==> src/hdl/bkp_pkg.sv <==
`timescale 1ns / 1ps

package bkp_pkg;

   localparam int FRAC_BITS  = 16;
   localparam int RAW_W      = 16;
   localparam int DEPTH_W    = 32;
   localparam int FOCAL_W    = 32;
   localparam int CENTER_W   = 29;
   localparam int OUT_W      = 22;
   localparam int QUO_BITS   = OUT_W;
   // one setup stage, then one quotient bit per stage
   localparam int DIV_LAT    = QUO_BITS + 1;

   localparam int QUEUE_DEPTH = 4;
   localparam int QUEUE_AW    = $clog2(QUEUE_DEPTH);

   localparam int CSR_ADDR_W = 5;
   localparam int CSR_DATA_W = 32;
   localparam int CSR_IDX_W  = CSR_ADDR_W - 2;

   localparam logic [OUT_W-1:0] OUT_POS_MAX = {1'b0, {(OUT_W-1){1'b1}}};
   // magnitude of the most negative value; the same bits encode that value
   localparam logic [OUT_W-1:0] OUT_NEG_MAG = {1'b1, {(OUT_W-1){1'b0}}};

   typedef enum logic [CSR_IDX_W-1:0] {
      CSR_RAW_SCALE     = 3'd0,
      CSR_MIN_DEPTH     = 3'd1,
      CSR_MAX_DEPTH     = 3'd2,
      CSR_FOCAL_X       = 3'd3,
      CSR_FOCAL_Y       = 3'd4,
      CSR_PRINCIPAL_COL = 3'd5,
      CSR_PRINCIPAL_ROW = 3'd6
   } bkp_csr_index_type;

   typedef struct packed {
      logic [DEPTH_W-1:0]  raw_scale;
      logic [DEPTH_W-1:0]  min_depth;
      logic [DEPTH_W-1:0]  max_depth;
      logic [FOCAL_W-1:0]  focal_x;
      logic [FOCAL_W-1:0]  focal_y;
      logic [CENTER_W-1:0] principal_col;
      logic [CENTER_W-1:0] principal_row;
   } bkp_cfg_type;

   localparam bkp_cfg_type CFG_RESET = '{
      raw_scale:     32'd536871,
      min_depth:     32'd6554,
      max_depth:     32'd131072,
      focal_x:       32'd39321600,
      focal_y:       32'd39321600,
      principal_col: 29'd20971520,
      principal_row: 29'd15728640
   };

endpackage

==> src/hdl/bkp_front.sv <==
`timescale 1ns / 1ps

module bkp_front #(
   parameter int COORD_BITS = 12
) (
   input  logic                          clock,
   input  logic                          reset,
   input  bkp_pkg::bkp_cfg_type          cfg,
   input  logic                          in_push,
   output logic                          in_full,
   input  logic [COORD_BITS-1:0]         in_row,
   input  logic [COORD_BITS-1:0]         in_col,
   input  logic [bkp_pkg::RAW_W-1:0]     in_raw,
   input  logic                          q_full,
   output logic                          q_push,
   output logic [COORD_BITS-1:0]         q_row,
   output logic [COORD_BITS-1:0]         q_col,
   output logic [bkp_pkg::DEPTH_W-1:0]   q_depth
);

   localparam int PROD_W = bkp_pkg::RAW_W + bkp_pkg::DEPTH_W;

   logic                          a_valid_ff, a_valid_in;
   logic [COORD_BITS-1:0]         a_row_ff, a_col_ff;
   logic [bkp_pkg::RAW_W-1:0]     a_raw_ff;
   logic                          b_valid_ff, b_valid_in;
   logic [COORD_BITS-1:0]         b_row_ff, b_col_ff;
   logic [bkp_pkg::DEPTH_W-1:0]   b_depth_ff;
   logic [PROD_W-1:0]             a_prod;
   logic                          b_keep;
   logic                          stall;

   assign a_prod = PROD_W'(a_raw_ff) * PROD_W'(cfg.raw_scale);
   assign b_keep = (b_depth_ff > cfg.min_depth) && (b_depth_ff < cfg.max_depth);

   // hold everything while a kept pixel cannot enter the queue
   assign stall   = b_valid_ff && b_keep && q_full;
   assign in_full = stall;
   assign q_push  = b_valid_ff && b_keep && !q_full;
   assign q_row   = b_row_ff;
   assign q_col   = b_col_ff;
   assign q_depth = b_depth_ff;

   always_comb begin
      a_valid_in = a_valid_ff;
      b_valid_in = b_valid_ff;
      if (!stall) begin
         a_valid_in = in_push;
         b_valid_in = a_valid_ff;
      end
   end

   always_ff @(posedge clock) begin
      if (reset) begin
         a_valid_ff <= 1'b0;
         b_valid_ff <= 1'b0;
      end else begin
         a_valid_ff <= a_valid_in;
         b_valid_ff <= b_valid_in;
      end
   end

   always_ff @(posedge clock) begin
      if (!stall) begin
         a_row_ff   <= in_row;
         a_col_ff   <= in_col;
         a_raw_ff   <= in_raw;
         b_row_ff   <= a_row_ff;
         b_col_ff   <= a_col_ff;
         b_depth_ff <= a_prod[bkp_pkg::FRAC_BITS +: bkp_pkg::DEPTH_W];
      end
   end

endmodule

==> config.mk <==
export PLATFORM = sky130hd
export DESIGN_NAME = bkp_front
export DESIGN_NICKNAME = d
export VERILOG_FILES = /design/src/hdl/bkp_pkg.sv /design/src/hdl/bkp_front.sv
export SDC_FILE = /design/constraint.sdc
export NUM_CORES = 1
export LEC_CHECK = 0
export BUFFER_PORTS_ARGS = -buffer_cell sky130_fd_sc_hd__buf_2
export CAP_MARGIN = 20
export CORE_UTILIZATION = 52
export CTS_BUF_LIST = sky130_fd_sc_hd__clkbuf_16
export DETAILED_ROUTE_END_ITERATION = 8
export PLACE_DENSITY_LB_ADDON = 0.3
export SLEW_MARGIN = 20
export SYNTH_ARGS = -nofsm -noshare
export SYNTH_HDL_FRONTEND = slang
export SYNTH_SLANG_ARGS = --single-unit
==> constraint.sdc <==
create_clock -name clock -period 17.76 [get_ports clock]
set_input_delay 5.328 -clock clock [delete_from_list [all_inputs] [get_ports clock]]
set_output_delay 5.328 -clock clock [all_outputs]
set_load 0.01 [all_outputs]
==> tab_implementation.tex <==
\begin{tabular}{lr}
\hline
Metric & Value \\
\hline
\multicolumn{2}{l}{\textbf{Status}} \\
Status & finished clean \\
\multicolumn{2}{l}{\textbf{Die}} \\
Die boundary height & 199.4 um \\
I/O pin count & 320 \\
Die Area & 39780 um\^{}2 \\
Die outline width & 199.4 um \\
Core area & 38020 um\^{}2 \\
Number of rows in the core area & 71 \\
Effective utilization at floorplan & 53.32\% \\
\multicolumn{2}{l}{\textbf{CTS}} \\
Max Root-Sink Buffers & 2 \\
CTS H-tree lvls & 3 \\
Root buffer cell & sky130\_fd\_sc\_hd\_\_clkbuf\_16 \\
Total clock buffers created by CTS & 9 \\
Clock transition time at the flip-flop clock pins of the worst setup and hold paths & 80 ps \\
Clk sink count & 98 \\
Hold buffer count at cts & 0 \\
Number of resized instances in the post-cts repair step & 0 \\
Post-CTS setup buffers & 0 \\
TritonCTS clock tree & done \\
Clk\_lat worst skew & 390 ps \\
\multicolumn{2}{l}{\textbf{STA}} \\
Final Skew & 17.09 ps \\
Number of setup violations in the final report & 0 \\
Hold Violations, Final & 0 \\
Final period utilization & 77.29\% \\
Time the final worst path needs with I/O delays and setup & 13730 ps \\
Maximum achievable frequency & 72.86 MHz \\
RSZ-0062 raised after global routing & no \\
Fin Setup TNS & 0 ps \\
Rel. slew slack & 47.81\% \\
Tightest Pin Transition & 782.8 ps \\
Slew Viols, Final & 0 \\
\multicolumn{2}{l}{\textbf{Worst setup path}} \\
Crit Path Category & input pin to primary output \\
Maximum fanout along the worst path & 51 \\
Largest stage delay on the critical path & 740 ps \\
Crit path launch type & input pin \\
Category of cells accounting for the largest share of critical-path delay & simple AND/OR/NAND/NOR gates \\
Arrival @ worst endpoint & 8400 ps \\
Critical-path cell list & buf\_2 > inv\_1 > ha\_1 > nand4\_1 > or3\_1 > or2\_2 > nor4\_1 > or3b\_4 > inv\_1 > buf\_2 \\
Worst Setup End Kind & primary output \\
Worst EP required & 12430 ps \\
CP bufs+invs & 4 \\
Highest-delay cell along the critical path & sky130\_fd\_sc\_hd\_\_or3b\_4 \\
\multicolumn{2}{l}{\textbf{Finish}} \\
Net count of the finished layout & 3123 \\
Commonest cells after routing, fill and taps aside & 511 x sky130\_fd\_sc\_hd\_\_inv\_1, 417 x sky130\_fd\_sc\_hd\_\_fa\_1, 318 x sky130\_fd\_sc\_hd\_\_nand2\_1 \\
Sequential cell area in the final layout & 2923 um\^{}2 \\
Multi-input gate area in the final layout & 15120 um\^{}2 \\
Layout cell share with drive strength beyond 1 & 10.62\% \\
ANT cells & 0 \\
Fillers & 3400 \\
Synth-to-Final Area Change & 8.567\% \\
Most common cell after layout, fill and taps aside & sky130\_fd\_sc\_hd\_\_inv\_1 \\
\multicolumn{2}{l}{\textbf{Synth}} \\
Total nets after synthesis & 2982 \\
Number of enable flip-flop cells after synthesis & 96 \\
Fraction of synthesized area in multiplexers & 0.09875\% \\
Post-synthesis xor/xnor area fraction & 1.339\% \\
Combinational family with the most area after synthesis & adder cells \\
Distinct cell type count of the synthesized netlist & 56 \\
Part of the Yosys area used for sequential elements & 14.42\% \\
Share of flip-flops with an asynchronous set or reset after synthesis & 0\% \\
Post-synth design cell area & 20270 um\^{}2 \\
Post-Synth Adder-Cell Area & 52.29\% \\
Post-synthesis share of cell area spent on and, or, nand and nor gates & 15.11\% \\
Compound-gate portion of the synthesized area & 5.722\% \\
Synth Instances & 2123 \\
Number of flip-flops and latches in the synthesized netlist & 98 \\
Average footprint of a synthesized cell & 9.549 um\^{}2 \\
Number of warnings issued by yosys & 0 \\
Predominant post-synthesis flop cell & sky130\_fd\_sc\_hd\_\_edfxtp\_1 \\
\multicolumn{2}{l}{\textbf{Placed design}} \\
Post-DP HPWL & 39630 um \\
Number of I/O port buffers & 197 \\
Gp weighted congestion & 0.8957 \\
\multicolumn{2}{l}{\textbf{Flow run}} \\
Number of max-cap violations & 0 \\
\multicolumn{2}{l}{\textbf{Global route}} \\
Busiest layer in global routing & met2 \\
Met3 demand-to-capacity share in global routing & 5.131\% \\
Largest net degree at the start of global routing & 52 \\
Via count of the first global-routing pass & 16301 \\
Global-route met2 utilization & 47.86\% \\
GRT Residual Overflow & 0 \\
Global Route met1 Usage & 34.86\% \\
Antenna violations before repair & 1 \\
Overall routing resource usage & 28.16\% \\
Wire length of the first global-routing pass & 84390 um \\
\multicolumn{2}{l}{\textbf{Drt}} \\
Post-route ant nets & 0 \\
Drt total wl & 52440 um \\
Total DRC errors in the routed layout & 0 \\
Number of design-rule violations left by the first detailed-router iteration & 784 \\
Routed WL per cell & 18.86 um \\
Via-to-Cell Ratio & 5.473 \\
Via count of the routed design & 15215 \\
First-pass DRT Iterations & 5 \\
\multicolumn{2}{l}{\textbf{Min path}} \\
Type of the worst min-delay path & register to register \\
\hline
\end{tabular}
-- state kept, by name, indices dropped and copies added, names as in the netlist --
register    count
a_col_ff       12
b_valid_ff      1
a_raw_ff       16
a_valid_ff      1
a_row_ff       12
q_row          12
q_col          12
q_depth        32
-- cells by family after synthesis --
family                     after synthesis
and+or+nand+nor                        624
adders and majority gates              597
muxes                                    2
DFF                                     98
buffers and inverters                  595
AOI/OAI and AO/OA                      176
xor gates and xnor gates                31
-- metrics by stage --
step / instances / setup slack, ps / utilization, % / hold slack, ps / cell area (um^2)
finish: 2780 / 4034 / 57.88 / 416.5 / 22010
global route: 2780 / 3833 / 57.88 / 421.6 / 22010
CTS: 2780 / 4035 / 57.88 / 419.8 / 22010
detailed placement: 2764 / 4034 / 57.10 / 404.5 / 21710
global placement: 2764 / 4152 / 57.10 / 400.2 / 21710
floorplan: 2123 / 3875 / - / 400.3 / 20270
-- synthesized netlist by cell type, drive strengths merged, types with 7 or more instances --
cell,number,area [um^2]
fa,417,8348
nor2,22,82.58
o21ai,24,120.1
edfxtp,96,2883
nand4,24,156.4
a21o,45,337.8
inv,511,1918
ha,180,2252
o21a,7,52.55
nor2b,7,43.79
nand2,318,1194
and2,212,1326
xnor2,22,192.7
a21oi,58,290.3
clkbuf,84,316.6
nand3,8,40.04
xor2,9,78.83
-- area by class of cell --
cell class / instances / area share, %
well taps: 511 / 2.905
inverters: 511 / 8.715
multi-input cells: 1430 / 68.69
clock buffers: 9 / 1.023
repair buffers: 214 / 5.060
clock inverters: 7 / 0.3297
flip-flops and latches: 98 / 13.28
-- path summary, 6_finish.rpt --
path	start	endpoint	slack, ps	cells after the start
hold reg to reg	a_row_ff[5]$_DFFE_PN_	q_row[5]$_DFFE_PN_	420	0
hold / removal	a_row_ff[5]$_DFFE_PN_	q_row[5]$_DFFE_PN_	420	0
setup reg to reg	a_raw_ff[7]$_DFFE_PN_	q_depth[29]$_DFFE_PN_	10590	23
setup / recovery	cfg[153]	in_full	4030	10
-- layer usage --
| layer | share of wire, % | routed length [um] | up-vias |
|---|---|---|---|
| met2 | 49 | 25890 | 620 |
| li1 | - | - | 6674 |
| met3 | 7.2 | 3754 | 152 |
| met1 | 39 | 20340 | 7767 |
| met5 | 0.015 | 8 | - |
| met4 | 4.7 | 2445 | 2 |
Power is left out: the tool's default activity adds up to more than one toggle a clock period on the data nets, which glitch-free logic cannot reach.
