<file path="src/hdl/bkp_pkg.sv">
`timescale 1ns / 1ps

package bkp_pkg;

   localparam int FRAC_BITS  = 16;
   localparam int RAW_W      = 16;
   localparam int DEPTH_W    = 32;
   localparam int FOCAL_W    = 32;
   localparam int CENTER_W   = 29;
   localparam int OUT_W      = 22;
   localparam int QUO_BITS   = OUT_W;
   // one setup stage, then one quotient bit per stage
   localparam int DIV_LAT    = QUO_BITS + 1;

   localparam int QUEUE_DEPTH = 4;
   localparam int QUEUE_AW    = $clog2(QUEUE_DEPTH);

   localparam int CSR_ADDR_W = 5;
   localparam int CSR_DATA_W = 32;
   localparam int CSR_IDX_W  = CSR_ADDR_W - 2;

   localparam logic [OUT_W-1:0] OUT_POS_MAX = {1'b0, {(OUT_W-1){1'b1}}};
   // magnitude of the most negative value; the same bits encode that value
   localparam logic [OUT_W-1:0] OUT_NEG_MAG = {1'b1, {(OUT_W-1){1'b0}}};

   typedef enum logic [CSR_IDX_W-1:0] {
      CSR_RAW_SCALE     = 3'd0,
      CSR_MIN_DEPTH     = 3'd1,
      CSR_MAX_DEPTH     = 3'd2,
      CSR_FOCAL_X       = 3'd3,
      CSR_FOCAL_Y       = 3'd4,
      CSR_PRINCIPAL_COL = 3'd5,
      CSR_PRINCIPAL_ROW = 3'd6
   } bkp_csr_index_type;

   typedef struct packed {
      logic [DEPTH_W-1:0]  raw_scale;
      logic [DEPTH_W-1:0]  min_depth;
      logic [DEPTH_W-1:0]  max_depth;
      logic [FOCAL_W-1:0]  focal_x;
      logic [FOCAL_W-1:0]  focal_y;
      logic [CENTER_W-1:0] principal_col;
      logic [CENTER_W-1:0] principal_row;
   } bkp_cfg_type;

   localparam bkp_cfg_type CFG_RESET = '{
      raw_scale:     32'd536871,
      min_depth:     32'd6554,
      max_depth:     32'd131072,
      focal_x:       32'd39321600,
      focal_y:       32'd39321600,
      principal_col: 29'd20971520,
      principal_row: 29'd15728640
   };

endpackage

</file>
<file path="src/hdl/bkp_queue.sv">
`timescale 1ns / 1ps

module bkp_queue #(
   parameter int WIDTH = 56
) (
   input  logic             clock,
   input  logic             reset,
   input  logic             push,
   input  logic [WIDTH-1:0] push_data,
   output logic             full,
   input  logic             pop,
   output logic [WIDTH-1:0] head_data,
   output logic             empty
);

   logic [WIDTH-1:0]             mem_ff [bkp_pkg::QUEUE_DEPTH];
   logic [bkp_pkg::QUEUE_AW-1:0] wr_ptr_ff, wr_ptr_in;
   logic [bkp_pkg::QUEUE_AW-1:0] rd_ptr_ff, rd_ptr_in;
   logic [bkp_pkg::QUEUE_AW:0]   count_ff, count_in;
   logic                         do_push, do_pop;

   assign full      = (count_ff == (bkp_pkg::QUEUE_AW+1)'(bkp_pkg::QUEUE_DEPTH));
   assign empty     = (count_ff == '0);
   assign do_push   = push && !full;
   assign do_pop    = pop && !empty;
   assign head_data = mem_ff[rd_ptr_ff];

   always_comb begin
      wr_ptr_in = wr_ptr_ff;
      rd_ptr_in = rd_ptr_ff;
      count_in  = count_ff;
      if (do_push) begin
         wr_ptr_in = wr_ptr_ff + 1'b1;
      end
      if (do_pop) begin
         rd_ptr_in = rd_ptr_ff + 1'b1;
      end
      if (do_push && !do_pop) begin
         count_in = count_ff + 1'b1;
      end else if (do_pop && !do_push) begin
         count_in = count_ff - 1'b1;
      end
   end

   always_ff @(posedge clock) begin
      if (reset) begin
         wr_ptr_ff <= '0;
         rd_ptr_ff <= '0;
         count_ff  <= '0;
      end else begin
         wr_ptr_ff <= wr_ptr_in;
         rd_ptr_ff <= rd_ptr_in;
         count_ff  <= count_in;
      end
   end

   always_ff @(posedge clock) begin
      if (do_push) begin
         mem_ff[wr_ptr_ff] <= push_data;
      end
   end

endmodule

</file>
<file path="config.mk">
export PLATFORM = sky130hd
export DESIGN_NAME = bkp_queue
export DESIGN_NICKNAME = d
export VERILOG_FILES = /design/src/hdl/bkp_pkg.sv /design/src/hdl/bkp_queue.sv
export SDC_FILE = /design/constraint.sdc
export NUM_CORES = 1
export LEC_CHECK = 0
export ABC_CLOCK_PERIOD_IN_PS = 2850
export BUFFER_PORTS_ARGS = -buffer_cell sky130_fd_sc_hd__buf_2
export CAP_MARGIN = 20
export CORE_MARGIN = 1
export CORE_UTILIZATION = 35
export CTS_CLUSTER_DIAMETER = 120
export CTS_CLUSTER_SIZE = 12
export DETAILED_ROUTE_END_ITERATION = 8
export SLEW_MARGIN = 0
export SYNTH_ARGS = -nofsm -noshare
export SYNTH_HDL_FRONTEND = slang
export SYNTH_SLANG_ARGS = --single-unit
export TNS_END_PERCENT = 5
</file>
<file path="constraint.sdc">
create_clock -name clock -period 2.85 [get_ports clock]
set_input_delay 0.57 -clock clock [delete_from_list [all_inputs] [get_ports clock]]
set_output_delay 0.57 -clock clock [all_outputs]
set_load 0.005 [all_outputs]
</file>
==> impl_metrics.yaml, run 1 <==
timing:
  setup_viol: 0
  fin_crit_sh_pct: 92.56
  period_needed_ns: 2.638
  fin_tns_setup_ns: 0
  finalWorstSetupSlack_ns: 0.2120
  skew_ns: 0.009455
  worst_pin_slew_ns: 0.5232
  rsz0062_at_grt: "no"
  max_freq_mhz: 379.1
  slew_viol_final: 0
  hold_violations: 0
  max_slew_margin_pct: 65.12
  whs_ns: 0.2829
yosys:
  synth_flop_cell: "edfxtp_1"
  synth.avg_cell_area_um2: 25.23
  synthTopCellsByCount: "edfxtp_1 (224), mux4_2 (56), dfxtp_1 (9)"
  synth.most_common_cell: "edfxtp_1"
  yosysSeqAreaShare_pct: 80.51
  synthArstFlopShare_pct: 0
  synth_area_leader_cell: "edfxtp_1"
  synth_cells: 340
  synth_edf_count: 224
  yosysTopAreaCellShare_pct: 78.41
  synth_area_um2: 8578
  yosysWarnings: 0
  syn_nets: 406
  ys_types: 23
  ys_ff_latch: 233
  synth_area_leaders: "edfxtp_1 (78%), mux4_2 (15%), dfxtp_1 (2.1%)"
outcome:
  outcome: "complete, no violations"
routing:
  drtIter0Drc: 170
  wl_per_cell_um: 19.24
  ant_nets: 0
  routed_wl_um: 15510
  vias_per_cell: 4.754
  drc: 0
  dr.pass1.iters: 4
  vias: 3832
layout:
  post-route-util_pct: 43.10
  drive_above_1_share_pct: 43.74
  n_antenna_cell: 0
  synthToLayoutAreaGrowth_pct: 19.34
  fin_nets: 543
  final_cells: 806
critical_path:
  end_kind: "primary output"
  cp.required_ns: 2.28
  cp_max_fo: 23
  worstPathArrival_ns: 2.07
  crit_path_start_kind: "flop"
  critPathKind: "flop to primary output"
global_routing:
  grt_max_degree: 34
  antenna_found_initial: 1
  grt_usage_pct: 12.58
  grt.overflow.total: 0
  grt_pass1_wl_um: 23410
  grt_pass1_vias: 4204
placement:
  port_buffers: 117
  place_congestion: 0.6839
  pre_cts_slack_ns: 0.3493
  place_hpwl_um: 9474
  place_inst: 771
floorplanning:
  die_h_um: 158.6
  io_pins: 118
  die_area_um2: 25140
  die_w_um: 158.6
  core_area_um2: 23750
  start_util_pct: 36.11
  row_count: 56
clock_network:
  cts_root_buffer: "clkbuf_16"
  post-cts-setup-buffer-count: 0
  clkTransAtPathRegs_ns: 0.06
  cts_tree: "done"
  post_cts_resized: 0
  hold_buffers: 0
  clock_path_buffers: 3
  cts_buffers: 23
  worstSkewPairLatency_ns: 0.50
  cts_sinks: 233
  htreeDepth: 1
min_path:
  hp-class: "input port to flop"
power:
  irDropWorstVdd_mv: 0.4919
  leakagePower_nw: 3.395
  p_per_area_nw_per_um2: 858.7
flow_run:
  max_cap_viol_count: 0
==> cell usage in the layout, fill, tap and decap left out <==
cell	count
a21oi_1	2
and2_4	4
buf_12	8
buf_2	117
clkbuf_1	10
clkbuf_16	23
dfxtp_1	7
dfxtp_2	1
dfxtp_4	1
edfxtp_1	224
fa_1	1
ha_1	5
inv_1	4
inv_6	2
mux2i_1	2
mux4_2	56
nand2b_1	2
nor2_1	6
nor3_1	1
nor3b_2	1
o21ai_0	2
o311ai_0	1
o31ai_1	1
or3_1	2
xor2_1	4
==> flip-flops by register name (all words and copies together) (netlist names), named ones only <==
register / flops
mem_ff: 224
wr_ptr_ff: 2
count_ff: 3
rd_ptr_ff: 2
==> stage by stage <==
stage | area, µm² | total power, mW
floorplan | 8578 | 5.570
global placement | 9607 | 6.233
detailed placement | 9607 | 6.297
CTS | 10240 | 8.964
global route | 10240 | 9.243
finish | 10240 | 8.791
==> cells by family (layout without fill, tap and decap cells) <==
family,after synthesis,in the layout,synth area share (%)
flip-flops,233,233,80.51
multiplexers,58,58,14.94
buffers and inverters,17,164,1.707
AND/OR/NAND/NOR,16,16,1.050
adder cells (fa/ha/maj),6,6,0.9627
AO/OA/AOI/OAI,6,6,0.4230
XOR/XNOR,4,4,0.4084
==> layout make-up <==
cell class | count | area (µm²)
Clock buffer | 33 | 613.1
Fill cell | 2061 | 13520
Sequential cell | 233 | 6912
Tap cell | 319 | 399.1
Inverter | 4 | 15.01
Multi-Input combinational cell | 90 | 1535
Clock inverter | 2 | 17.52
Timing Repair Buffer | 125 | 745.7
==> critical path: stages, from the launching register on <==
cell and delay [ns]:
dfxtp_4 0.59, buf_12 0.27, mux4_2 0.54, buf_2 0.15
==> report_power, final <==
group	leakage, nW	internal, mW	switching (mW)
logic	0.963	1.02	0.824
registers	2.13	4.12	0.177
clock network	0.304	1.48	1.16
total	3.39	6.63	2.17
==> final timing paths <==
check / slack (ns) / to / start / cells after the start
setup / recovery: 0.21 / head_data[1] / flop / 3
hold reg to reg: 0.53 / flop / rd_ptr_ff[1] / 2
setup reg to reg: 0.47 / count_ff[2] / count_ff[0] / 8
hold / removal: 0.28 / mem_ff[1][10] / push_data[10] / 1
==> layer usage <==
layer	global-route usage (%)	up-vias	wire (µm)
met4	3.526	2	233
met3	3.157	21	982
met2	21.68	99	7778
li1	-	1713	-
met1	15.68	1997	6503
met5	0	-	9
Note: power is estimated with default switching activity, not from simulation.
==> run 2: changes to the inputs <==
--- a/config.mk
+++ b/config.mk
@@ -5,6 +5,7 @@
 export SDC_FILE = /design/constraint.sdc
 export NUM_CORES = 1
 export LEC_CHECK = 0
+export ABC_AREA = 1
 export ABC_CLOCK_PERIOD_IN_PS = 2850
 export BUFFER_PORTS_ARGS = -buffer_cell sky130_fd_sc_hd__buf_2
 export CAP_MARGIN = 20
==> run 2 against run 1 <==
  * Critical endpoint is now head_data[0]
  * Register-to-register slack gained 0.22 ns
  * Via count is 37% higher
  * Total power increased by 4.8%
  * Cell count grew 34%
  * Non-clock buffer count grew 9
  * Synthesized cell count grew 80%
  * Sequential share of layout area is 3.1 points lower
  * Design area increased by 4.8%
  * Largest power group unchanged
==> impl_metrics.yaml, run 2 <==
routing:
  dr.pass1.iters: 4
  routed_wl_um: 18180
  ant_nets: 0
  vias_per_cell: 4.840
  drc: 0
  drtIter0Drc: 261
  vias: 5237
  wl_per_cell_um: 16.80
placement:
  place_hpwl_um: 10250
  place_congestion: 0.6827
  pre_cts_slack_ns: 0.6230
  port_buffers: 117
  place_inst: 1040
global_routing:
  grt_pass1_vias: 5177
  grt.overflow.total: 0
  grt_pass1_wl_um: 28510
  grt_max_degree: 64
  grt_usage_pct: 14.00
  antenna_found_initial: 3
yosys:
  synth_edf_count: 224
  synthTopCellsByCount: "edfxtp_1 (224), nor2_1 (100), o21ai_0 (83)"
  synth_area_leaders: "edfxtp_1 (74%), o21ai_0 (4.6%), nor2_1 (4.1%)"
  ys_types: 26
  ys_ff_latch: 233
  synth_area_leader_cell: "edfxtp_1"
  synth_cells: 612
  syn_nets: 678
  synth_flop_cell: "edfxtp_1"
  synthArstFlopShare_pct: 0
  synth_area_um2: 9117
  yosysSeqAreaShare_pct: 75.75
  yosysWarnings: 0
  synth.avg_cell_area_um2: 14.90
  synth.most_common_cell: "edfxtp_1"
  yosysTopAreaCellShare_pct: 73.78
critical_path:
  end_kind: "primary output"
  path_buf_inv: 3
  crit_path_start_kind: "flop"
  critPathKind: "flop to primary output"
  critPathSlowestCell: "inv_6"
  worstPathArrival_ns: 2.07
  cp.required_ns: 2.28
  cp_max_fo: 63
  cpPeakStageDelay_ns: 0.42
  critPathTopFamily: "buffers and inverters"
  r2r_start: "count_ff[1]"
  cp_cell_sequence: "inv_6, buf_4, o21ai_0, o22ai_2, buf_2"
floorplanning:
  die_area_um2: 26700
  die_w_um: 163.4
  io_pins: 118
  core_area_um2: 25400
  start_util_pct: 35.90
  die_h_um: 163.4
  row_count: 58
clock_network:
  clock_path_buffers: 3
  htreeDepth: 1
  cts_root_buffer: "clkbuf_16"
  cts_buffers: 23
  hold_buffers: 0
  post_cts_resized: 0
  cts_sinks: 233
  clkTransAtPathRegs_ns: 0.06
  worstSkewPairLatency_ns: 0.50
  cts_tree: "done"
  post-cts-setup-buffer-count: 0
timing:
  rsz0062_at_grt: "no"
  skew_ns: 0.006940
  whs_ns: 0.2764
  hold_violations: 0
  setup_viol: 0
  slew_viol_final: 0
  fin_crit_sh_pct: 92.53
  worst_pin_slew_ns: 0.6443
  fin_tns_setup_ns: 0
  max_freq_mhz: 379.2
  finalWorstSetupSlack_ns: 0.2128
  max_slew_margin_pct: 57.05
  period_needed_ns: 2.637
layout:
  post-route-util_pct: 42.25
  synthToLayoutAreaGrowth_pct: 17.70
  final_cell_mix: "edfxtp_1 (224), buf_2 (117), nor2_1 (96)"
  drive_above_1_share_pct: 28.86
  regMostFlops: "mem_ff"
  final_common_cell: "edfxtp_1"
  largest_reg_flops: 224
  reg.largest.list: "mem_ff x224, count_ff x3"
  n_antenna_cell: 0
  fin_nets: 801
  final_cells: 1082
min_path:
  hp-class: "input port to flop"
  hp-start: "push_data[17]"
power:
  irDropWorstVdd_mv: 0.5080
  leakagePower_nw: 3.694
  p_per_area_nw_per_um2: 858.7
flow_run:
  max_cap_viol_count: 0
outcome:
  outcome: "complete, no violations"
==> run 2: cell types whose count changed in the layout (fill, tap and decap cells not counted), sizes merged, moves of 3 or more <==
cell	change
nand2	+15
o22ai	+56
buf	+9
clkbuf	+7
o21ai	+111
inv	+14
nor2	+120
xor2	-3
and2	-4
mux4	-56
nand3	+4
==> run 2: per-stage QoR <==
step / power (mW) / instance area [µm²]
6_report: 9.215 / 10730
5_1_grt: 9.746 / 10730
4_1_cts: 9.372 / 10730
3_5_place_dp: 6.629 / 10070
3_3_place_gp: 6.597 / 10070
2_1_floorplan: 5.806 / 9117
==> run 2: final timing paths <==
| path | endpoint | slack (ns) | cells after the start |
|---|---|---|---|
| worst min-delay path | mem_ff[3][17] | 0.28 | 1 |
| worst max-delay path | head_data[0] | 0.21 | 5 |
| worst max register to register | count_ff[1] | 0.69 | 9 |
| worst min register to register | flop | 0.51 | 2 |
==> run 2: metal layers <==
metal | part of all wire [%] | routed length [µm] | track usage [%]
met1 | 43 | 7803 | 17.13
met2 | 49 | 8901 | 23.83
met5 | 0.16 | 29 | 0
met3 | 5.9 | 1074 | 3.936
met4 | 2.0 | 367 | 4.376
==> run 2: area by class of cell <==
type / count / area [µm²]
Inverter: 18 / 72.57
Multi-Input combinational cell: 325 / 1914
Tap cell: 330 / 412.9
Fill cell: 2313 / 14670
Clock inverter: 2 / 17.52
Sequential cell: 233 / 6912
Clock buffer: 40 / 639.4
Timing Repair Buffer: 134 / 763.2
==> run 2: cell families (layout without fill, tap and decap cells) <==
logic type	Yosys count	count (layout)	share of synthesized area, %
AND/OR/NAND/NOR	146	146	7.918
AO/OA/AOI/OAI	172	172	11.75
flip-flops	233	233	75.75
XOR/XNOR	1	1	0.09608
buffers and inverters	54	194	3.582
adder cells (fa/ha/maj)	6	6	0.9057
==> run 2: power by group <==
group	total [mW]	switching (mW)	internal [mW]
registers	4.27	0.109	4.16
logic	2.23	1.40	0.828
clock network	2.71	1.19	1.52
total	9.21	2.70	6.51
